## src/vsm_pkg.sv

```systemverilog
// Package for the vector softmax block: widths, state encoding and exponent tables.
// Used by vector_softmax, vsm_exp and vsm_div; depends on nothing.
package vsm_pkg;

	localparam int MaxLen = 64;
	localparam int AddrW = $clog2(MaxLen);
	localparam int CntW = $clog2(MaxLen + 1);
	localparam int ElemW = 17;
	localparam int SumW = 23;
	localparam int ProbW = 17;

	typedef enum logic [2:0] {
		ST_LOAD,
		ST_EXP_RD,
		ST_EXP_CALC,
		ST_EXP_WR,
		ST_DIV_RD,
		ST_DIV_LOAD,
		ST_DIV_RUN,
		ST_DIV_OUT
	} vsm_state_t;

	// Control handed from the sequencer to the divider.
	typedef struct packed {
		logic start;
		logic [ElemW-1:0] numer;
	} vsm_div_req_t;

	// 2^(-i/16) in Q1.16.
	function automatic logic [16:0] pow2_16th(input logic [3:0] i);
		logic [16:0] v;
		case (i)
			4'd0: v = 17'd65536;
			4'd1: v = 17'd62757;
			4'd2: v = 17'd60097;
			4'd3: v = 17'd57549;
			4'd4: v = 17'd55109;
			4'd5: v = 17'd52773;
			4'd6: v = 17'd50535;
			4'd7: v = 17'd48393;
			4'd8: v = 17'd46341;
			4'd9: v = 17'd44376;
			4'd10: v = 17'd42495;
			4'd11: v = 17'd40693;
			4'd12: v = 17'd38968;
			4'd13: v = 17'd37316;
			4'd14: v = 17'd35734;
			default: v = 17'd34219;
		endcase
		return v;
	endfunction

	// 2^(-j/256) in Q1.16.
	function automatic logic [16:0] pow2_256th(input logic [3:0] j);
		logic [16:0] v;
		case (j)
			4'd0: v = 17'd65536;
			4'd1: v = 17'd65359;
			4'd2: v = 17'd65182;
			4'd3: v = 17'd65006;
			4'd4: v = 17'd64830;
			4'd5: v = 17'd64655;
			4'd6: v = 17'd64480;
			4'd7: v = 17'd64306;
			4'd8: v = 17'd64132;
			4'd9: v = 17'd63958;
			4'd10: v = 17'd63785;
			4'd11: v = 17'd63613;
			4'd12: v = 17'd63441;
			4'd13: v = 17'd63269;
			4'd14: v = 17'd63098;
			default: v = 17'd62928;
		endcase
		return v;
	endfunction

endpackage

```

## src/vector_softmax.sv

```systemverilog
// Vector softmax top level. Elements are loaded one per accepted request; after the final element,
// an exponent pass runs per element (RAM read, exp stage one, exp stage two with write back), then
// a divide pass runs per element (RAM read, operand load, 34 divider steps, done, result) on the
// bit-serial divider. The block handles one vector at a time; busy is high from the final element
// until the cycle of the last result. The receiver cannot stall. Reset is asynchronous, active low;
// the RAM is not cleared.
module vector_softmax
	import vsm_pkg::*;
(
	input  logic              clk,
	input  logic              arst_n,
	input  logic              start,
	output logic              busy,
	input  logic [15:0]       logit,
	input  logic              last_in,
	output logic              strobe,
	output logic [ProbW-1:0]  probability,
	output logic [SumW-1:0]   exp_sum,
	output logic              last_out
);

	vsm_state_t state_q, state_d;
	logic [CntW-1:0]  count_q;
	logic [AddrW-1:0] idx_q;
	logic signed [15:0] max_q;
	logic [SumW-1:0]  sum_q;
	logic             accept;
	logic             ram_we;
	logic [AddrW-1:0] ram_waddr, ram_raddr;
	logic [ElemW-1:0] ram_wdata, ram_rdata;
	logic [15:0]      diff;
	logic [16:0]      e_val;
	logic             idx_last;
	logic             div_done;
	logic [ProbW-1:0] quot;
	vsm_div_req_t     div_req;

	assign accept = start && !busy;
	assign idx_last = (CntW'(idx_q) + 1'b1) == count_q;

	vsm_ram #(.Width(ElemW), .Depth(MaxLen)) u_ram (
		.clk  (clk),
		.we   (ram_we),
		.waddr(ram_waddr),
		.wdata(ram_wdata),
		.raddr(ram_raddr),
		.rdata(ram_rdata)
	);

	// Difference from the maximum, wrapped to 16 bits.
	assign diff = 16'(max_q - $signed(ram_rdata[15:0]));

	vsm_exp u_exp (
		.clk(clk),
		.d  (diff),
		.e  (e_val)
	);

	// The divider takes its operand once the RAM read issued in DIV_RD has returned.
	assign div_req.start = (state_q == ST_DIV_LOAD);
	assign div_req.numer = ram_rdata;

	vsm_div u_div (
		.clk   (clk),
		.arst_n(arst_n),
		.req   (div_req),
		.sum   (sum_q),
		.done  (div_done),
		.quot  (quot)
	);

	// Next-state logic.
	always_comb begin
		state_d = state_q;
		case (state_q)
			ST_LOAD: begin
				if (accept && last_in) begin
					state_d = ST_EXP_RD;
				end
			end
			ST_EXP_RD: state_d = ST_EXP_CALC;
			ST_EXP_CALC: state_d = ST_EXP_WR;
			ST_EXP_WR: state_d = idx_last ? ST_DIV_RD : ST_EXP_RD;
			ST_DIV_RD: state_d = ST_DIV_LOAD;
			ST_DIV_LOAD: state_d = ST_DIV_RUN;
			ST_DIV_RUN: state_d = div_done ? ST_DIV_OUT : ST_DIV_RUN;
			ST_DIV_OUT: state_d = idx_last ? ST_LOAD : ST_DIV_RD;
			default: state_d = ST_LOAD;
		endcase
	end

	// Output and memory-control logic.
	always_comb begin
		busy = (state_q != ST_LOAD);
		ram_we = 1'b0;
		ram_waddr = idx_q;
		ram_wdata = e_val;
		ram_raddr = idx_q;
		case (state_q)
			ST_LOAD: begin
				ram_we = accept && (count_q < CntW'(MaxLen));
				ram_waddr = count_q[AddrW-1:0];
				ram_wdata = {1'b0, logit};
			end
			ST_EXP_WR: ram_we = 1'b1;
			default: ;
		endcase
	end

	// Sequencer registers. The exp unit reads RAM data in EXP_CALC and yields e in EXP_WR.
	always_ff @(posedge clk or negedge arst_n) begin
		if (!arst_n) begin
			state_q <= ST_LOAD;
			count_q <= '0;
			idx_q <= '0;
			max_q <= 16'sh8000;
			sum_q <= '0;
		end else begin
			state_q <= state_d;
			case (state_q)
				ST_LOAD: begin
					idx_q <= '0;
					if (accept && count_q < CntW'(MaxLen)) begin
						count_q <= count_q + 1'b1;
						if ($signed(logit) > max_q) begin
							max_q <= logit;
						end
					end
				end
				ST_EXP_WR: begin
					sum_q <= sum_q + SumW'(e_val);
					idx_q <= idx_last ? '0 : idx_q + 1'b1;
				end
				ST_DIV_OUT: begin
					if (idx_last) begin
						idx_q <= '0;
						count_q <= '0;
						max_q <= 16'sh8000;
						sum_q <= '0;
					end else begin
						idx_q <= idx_q + 1'b1;
					end
				end
				default: ;
			endcase
		end
	end

	// Result registers: one strobe per stored element.
	always_ff @(posedge clk or negedge arst_n) begin
		if (!arst_n) begin
			strobe <= 1'b0;
			last_out <= 1'b0;
		end else begin
			strobe <= (state_q == ST_DIV_OUT);
			last_out <= (state_q == ST_DIV_OUT) && idx_last;
		end
	end

	always_ff @(posedge clk) begin
		if (state_q == ST_DIV_OUT) begin
			probability <= quot;
			exp_sum <= sum_q;
		end
	end

`ifndef SYNTHESIS
	a_last_has_strobe: assert property (@(posedge clk) disable iff (!arst_n)
		last_out |-> strobe) else $error("last_out without strobe");
	a_busy_no_load_write: assert property (@(posedge clk) disable iff (!arst_n)
		(state_q == ST_EXP_WR) |-> ram_we && !accept) else $error("write-back slip");
	a_count_bound: assert property (@(posedge clk) disable iff (!arst_n)
		count_q <= CntW'(MaxLen)) else $error("count overflow");
	a_idle_after_last: assert property (@(posedge clk) disable iff (!arst_n)
		last_out |-> !busy) else $error("busy after final result");
`endif

endmodule

```

## src/vsm_ram.sv

```systemverilog
// Generic single-port-write, single-port-read RAM with a registered read.
// Stand-alone; no package dependencies.
module vsm_ram #(
	parameter int Width = 17,
	parameter int Depth = 64
) (
	input  logic                     clk,
	input  logic                     we,
	input  logic [$clog2(Depth)-1:0] waddr,
	input  logic [Width-1:0]         wdata,
	input  logic [$clog2(Depth)-1:0] raddr,
	output logic [Width-1:0]         rdata
);

	logic [Width-1:0] mem [Depth];

	// Write port and registered read port.
	always_ff @(posedge clk) begin
		if (we) begin
			mem[waddr] <= wdata;
		end
		rdata <= mem[raddr];
	end

endmodule

```

## src/vsm_exp.sv

```systemverilog
// Two-stage exp(-d/256) unit: log2 scaling, then table product and shift.
// Depends on vsm_pkg.
module vsm_exp
	import vsm_pkg::*;
(
	input  logic        clk,
	input  logic [15:0] d,
	output logic [16:0] e
);

	logic [33:0] t;
	logic [17:0] u_s1;
	logic [33:0] prod;
	logic [16:0] m;
	logic [17:0] m2;
	logic [9:0]  k;

	// Stage one: scale by log2(e) and round to Q.8.
	assign t = 34'(d) * 34'd94548;
	always_ff @(posedge clk) begin
		u_s1 <= 18'((t + 34'd32768) >> 16);
	end

	// Stage two: table product, then shift right by the integer part with rounding.
	assign k = u_s1[17:8];
	assign prod = 34'(pow2_16th(u_s1[7:4])) * 34'(pow2_256th(u_s1[3:0]));
	assign m = 17'((prod + 34'd32768) >> 16);
	assign m2 = {m, 1'b0} >> k;
	always_comb begin
		if (k >= 10'd18) begin
			e = '0;
		end else begin
			e = 17'((19'(m2) + 19'd1) >> 1);
		end
	end

endmodule

```

## src/vsm_div.sv

```systemverilog
// Restoring radix-2 divider for round(numer * 65536 / sum).
// Depends on vsm_pkg.
module vsm_div
	import vsm_pkg::*;
(
	input  logic               clk,
	input  logic               arst_n,
	input  vsm_div_req_t       req,
	input  logic [SumW-1:0]    sum,
	output logic               done,
	output logic [ProbW-1:0]   quot
);

	localparam int DividW = ElemW + 16 + 1;
	localparam int StepW = $clog2(DividW + 1);

	logic [DividW-1:0] divid_q;
	logic [SumW:0]     rem_q;
	logic [StepW-1:0]  step_q;
	logic              busy_q;
	logic [SumW+1:0]   shifted;

	// Partial remainder shifted left with the next dividend bit.
	assign shifted = {rem_q, divid_q[DividW-1]};

	// One quotient bit per cycle.
	always_ff @(posedge clk or negedge arst_n) begin
		if (!arst_n) begin
			busy_q <= 1'b0;
			step_q <= '0;
			done <= 1'b0;
		end else begin
			done <= 1'b0;
			if (req.start) begin
				busy_q <= 1'b1;
				step_q <= StepW'(DividW);
			end else if (busy_q) begin
				step_q <= step_q - 1'b1;
				if (step_q == StepW'(1)) begin
					busy_q <= 1'b0;
					done <= 1'b1;
				end
			end
		end
	end

	// Datapath: numerator * 2^16 + sum/2, then shift-subtract.
	always_ff @(posedge clk) begin
		if (req.start) begin
			divid_q <= DividW'({req.numer, 16'd0}) + DividW'(sum >> 1);
			rem_q <= '0;
		end else if (busy_q) begin
			if (shifted >= (SumW+2)'(sum)) begin
				rem_q <= (SumW+1)'(shifted - (SumW+2)'(sum));
				divid_q <= {divid_q[DividW-2:0], 1'b1};
			end else begin
				rem_q <= shifted[SumW:0];
				divid_q <= {divid_q[DividW-2:0], 1'b0};
			end
		end
	end

	assign quot = divid_q[ProbW-1:0];

`ifndef SYNTHESIS
	a_done_one_cycle: assert property (@(posedge clk) disable iff (!arst_n)
		done |=> !done) else $error("divider done held");
	a_no_start_busy: assert property (@(posedge clk) disable iff (!arst_n)
		done |-> !busy_q) else $error("divider done while busy");
	a_rem_bound: assert property (@(posedge clk) disable iff (!arst_n)
		busy_q && (sum != '0) |-> (rem_q < (SumW+1)'(sum))) else $error("remainder overflow");
`endif

endmodule

```

## config.mk

```make
export PLATFORM = sky130hd
export DESIGN_NAME = vector_softmax
export DESIGN_NICKNAME = d
export VERILOG_FILES = /design/src/vsm_pkg.sv /design/src/vector_softmax.sv /design/src/vsm_ram.sv /design/src/vsm_exp.sv /design/src/vsm_div.sv
export SDC_FILE = /design/constraint.sdc
export NUM_CORES = 2
export LEC_CHECK = 0
export ABC_CLOCK_PERIOD_IN_PS = 12000
export BUFFER_PORTS_ARGS = -buffer_cell sky130_fd_sc_hd__buf_2
export CELL_PAD_IN_SITES_DETAIL_PLACEMENT = 0
export CELL_PAD_IN_SITES_GLOBAL_PLACEMENT = 1
export CORE_MARGIN = 4
export CORE_UTILIZATION = 42
export DETAILED_ROUTE_END_ITERATION = 8
export PLACE_DENSITY = 0.74
export SETUP_SLACK_MARGIN = 0.05
export SYNTH_ARGS = -nofsm -noshare
export SYNTH_HDL_FRONTEND = slang
export SYNTH_HIERARCHICAL = 1
export SYNTH_SLANG_ARGS = --single-unit
```

## constraint.sdc

```tcl
create_clock -name clk -period 12 [get_ports clk]
set_input_delay 2.4 -clock clk [delete_from_list [all_inputs] [get_ports clk]]
set_output_delay 2.4 -clock clk [all_outputs]
set_load 0.01 [all_outputs]
```

==> results.yml <==
status:
  status: "finished, final reports clean"
sta:
  finClkSkew_ns: 0.0285
  drv_slew: 0
  fin_crit_ns: 10.75
  tightest_slew_ns: 1.25
  post-route-period-util: 0.896
  rsz0062_at_grt: "no"
  relSlewSlack: 0.165
  finalSetupViolations: 0
  clock.fmax_ghz: 0.0930
  hold_viol: 0
  tns_ns: 0
flow_run:
  drv_cap: 0
setup_path:
  critical_path.max_stage_delay_ns: 0.75
  rr_endpoint: "sum_q[19]"
  cp_common_cell: "fa_1"
  crit_type: "flip-flop to flip-flop"
  rr_worst_depth: 31
  slowest_stage: "dfxtp_1"
  r2r_slack_ns: 1.25
  crit_path_end_kind: "flip-flop"
  critPathMaxFanout: 20
  critPathRequiredTime_ns: 12.65
  cp.arrival_ns: 11.40
  cp-start-kind: "flip-flop"
yosys:
  yosysSeqAreaShare: 0.543
  synthArstFlopShare: 0.0497
  synth_edf_count: 1162
  ys_ff_latch: 1309
  synthesis.nets: 5718
  synth_cells: 5060
  synth-compound-area-share: 0.0754
  synth.distinct_cells: 107
  ys_warn_count: 6
  synth_xor_area_frac: 0.0174
  synth-simple-area-share: 0.0776
  synth_top_family_by_area: "adder cells"
  synthMuxAreaShare: 0.0971
  synthAdderAreaFrac: 0.145
  avgSynthCellArea_um2: 13.9
  synth_ff_type: "edfxtp_1"
  netlist_area_um2: 70300
layout:
  layout-drive-gt1-share: 0.139
  nets: 5811
  n_antenna_cell: 0
  syn_to_final_growth_pct: 10.4
route:
  route.vias.total: 42049
  drc_errors: 0
  wl_mm: 178
  final_antenna_net_count: 0
  vias_per_cell: 5.64
  drt-pass1-iter-count: 8
  drtIter0Drc: 4297
  wire_per_inst_um: 23.9
clock_tree:
  cts_root_buffer: "clkbuf_16"
  cts_sinks: 1309
  clock_path_buffers: 3
  cts_buffers: 138
  hold_buffers: 0
  insertion_delay_ns: 0.77
  cts_tree: "done"
  cts_max_level: 4
  clk_pin_slew_ns: 0.07
  cts_resized: 0
  cts_setup_buffers: 0
grt:
  first_global_vias: 42647
  grt_overflow: 0
  grt_first_pass_wirelength_mm: 272
  grt_max_degree: 97
  use_met3: 0.0356
  grt-busiest-layer: "met2"
  grt_usage: 0.205
  use_met1: 0.283
  grt_use_met2: 0.340
  antenna_found_initial: 11
floorplanning:
  die_w_um: 417
  initial_core_util: 0.424
  boundaryPins: 63
  chipHeight_um: 417
  core_um2: 166000
  die-area_um2: 174000
  core.rowCount: 149
hold_path:
  min_to: "probability[6]"
  hold_depth: 0
  hold_path.class: "flip-flop to flip-flop"
  hp-start: "u_div/divid_q[6]"
placement:
  gp_congestion: 0.902
  dp_hpwl_mm: 119
  io_buffers: 62
==> metrics by stage <==
step,std cells,setup slack (ns),utilization,instance area [um^2],hold WS [ns]
floorplan,5060,2.29,-,70300,0.457
global placement,7201,1.56,0.442,73200,0.434
detailed placement,7201,1.36,0.442,73200,0.435
CTS,7457,1.32,0.468,77600,0.440
global route,7458,0.482,0.469,77700,0.448
finish,7458,1.25,0.469,77700,0.440
==> per-layer routing <==
layer  up-vias  share of wire  wire [um]
li1      18924              -          -
met3       229          0.068      12000
met1     21542           0.42      75700
met5         -              0          0
met4         0          0.023       4080
met2      1354           0.48      86400
==> layout by cell type (no fill, tap or decap), types with 61 or more instances in the layout <==
cell          n
mux2i_1     148
fa_1        292
xnor2_1      77
buf_4       127
clkbuf_16   141
xor2_1       63
dfxtp_1      82
a22oi_1      70
and2_1      136
ha_1        346
edfxtp_1   1162
nor2_1      232
o21ai_0      83
nand2_1     323
mux4_2      220
buf_2        61
inv_1       500
nand3_1      63
a21oi_1     149
==> worst max-delay path by stage <==
stage / start / end
5_1_grt: flip-flop / sum_q[19]
4_1_cts: flip-flop / sum_q[19]
2_1_floorplan: flip-flop / u_ram/mem[0][15]
6_report: flip-flop / sum_q[19]
3_5_place_dp: flip-flop / sum_q[19]
3_3_place_gp: flip-flop / sum_q[22]
==> worst max-delay path, delay by kind of cell (launching register included) <==
| family | cells | cell delay (ns) |
|---|---|---|
| adder cells (fa/ha/maj) | 9 | 4.23 |
| AO/OA/AOI/OAI | 13 | 3.95 |
| AND/OR/NAND/NOR | 5 | 1.47 |
| flip-flops | 1 | 0.75 |
| buffers and inverters | 3 | 0.14 |
| XOR/XNOR | 1 | 0.13 |
==> layout make-up <==
type,instances,area (um^2)
clock inverter,80,734
tap,2189,2740
fill,14359,88100
sequential,1309,38200
clock buffer,176,3700
timing repair buffer,190,1300
inverter,503,1890
multi-input combinational,3011,29100
==> flip-flops by register name, summed over array words and instances (netlist names), 7 cells and up, named ones only <==
| name | count |
|---|---|
| u_div/divid_q | 34 |
| u_ram/mem | 1088 |
| u_exp/u_s1 | 10 |
| sum_q | 23 |
| exp_sum | 23 |
| max_q | 16 |
| u_ram/rdata | 17 |
| u_div/rem_q | 24 |
| probability | 17 |
| count_q | 7 |
==> cells by family after synthesis <==
| kind of cell | after synthesis |
|---|---|
| adders and majority gates | 638 |
| buffers and inverters | 740 |
| AOI/OAI and AO/OA | 733 |
| and+or+nand+nor | 1097 |
| DFF | 1309 |
| muxes | 403 |
| xor gates and xnor gates | 140 |
==> cell usage after synthesis, types with 64 or more instances <==
| cell | number | area (um^2) |
|---|---|---|
| inv_1 | 500 | 1880 |
| a22oi_1 | 70 | 526 |
| fa_1 | 292 | 5850 |
| o21ai_0 | 86 | 430 |
| ha_1 | 346 | 4330 |
| clkbuf_1 | 122 | 458 |
| a21oi_1 | 149 | 746 |
| mux4_2 | 220 | 4950 |
| xnor2_1 | 77 | 674 |
| dfxtp_1 | 82 | 1640 |
| mux2i_1 | 148 | 1480 |
| nor2_1 | 247 | 927 |
| dfrtp_1 | 64 | 1600 |
| nand2_1 | 337 | 1260 |
| edfxtp_1 | 1162 | 34900 |
| and2_1 | 137 | 857 |
Power is not shown: default switching activity piles up to over one toggle a cycle in this logic, so the estimate is an artifact.
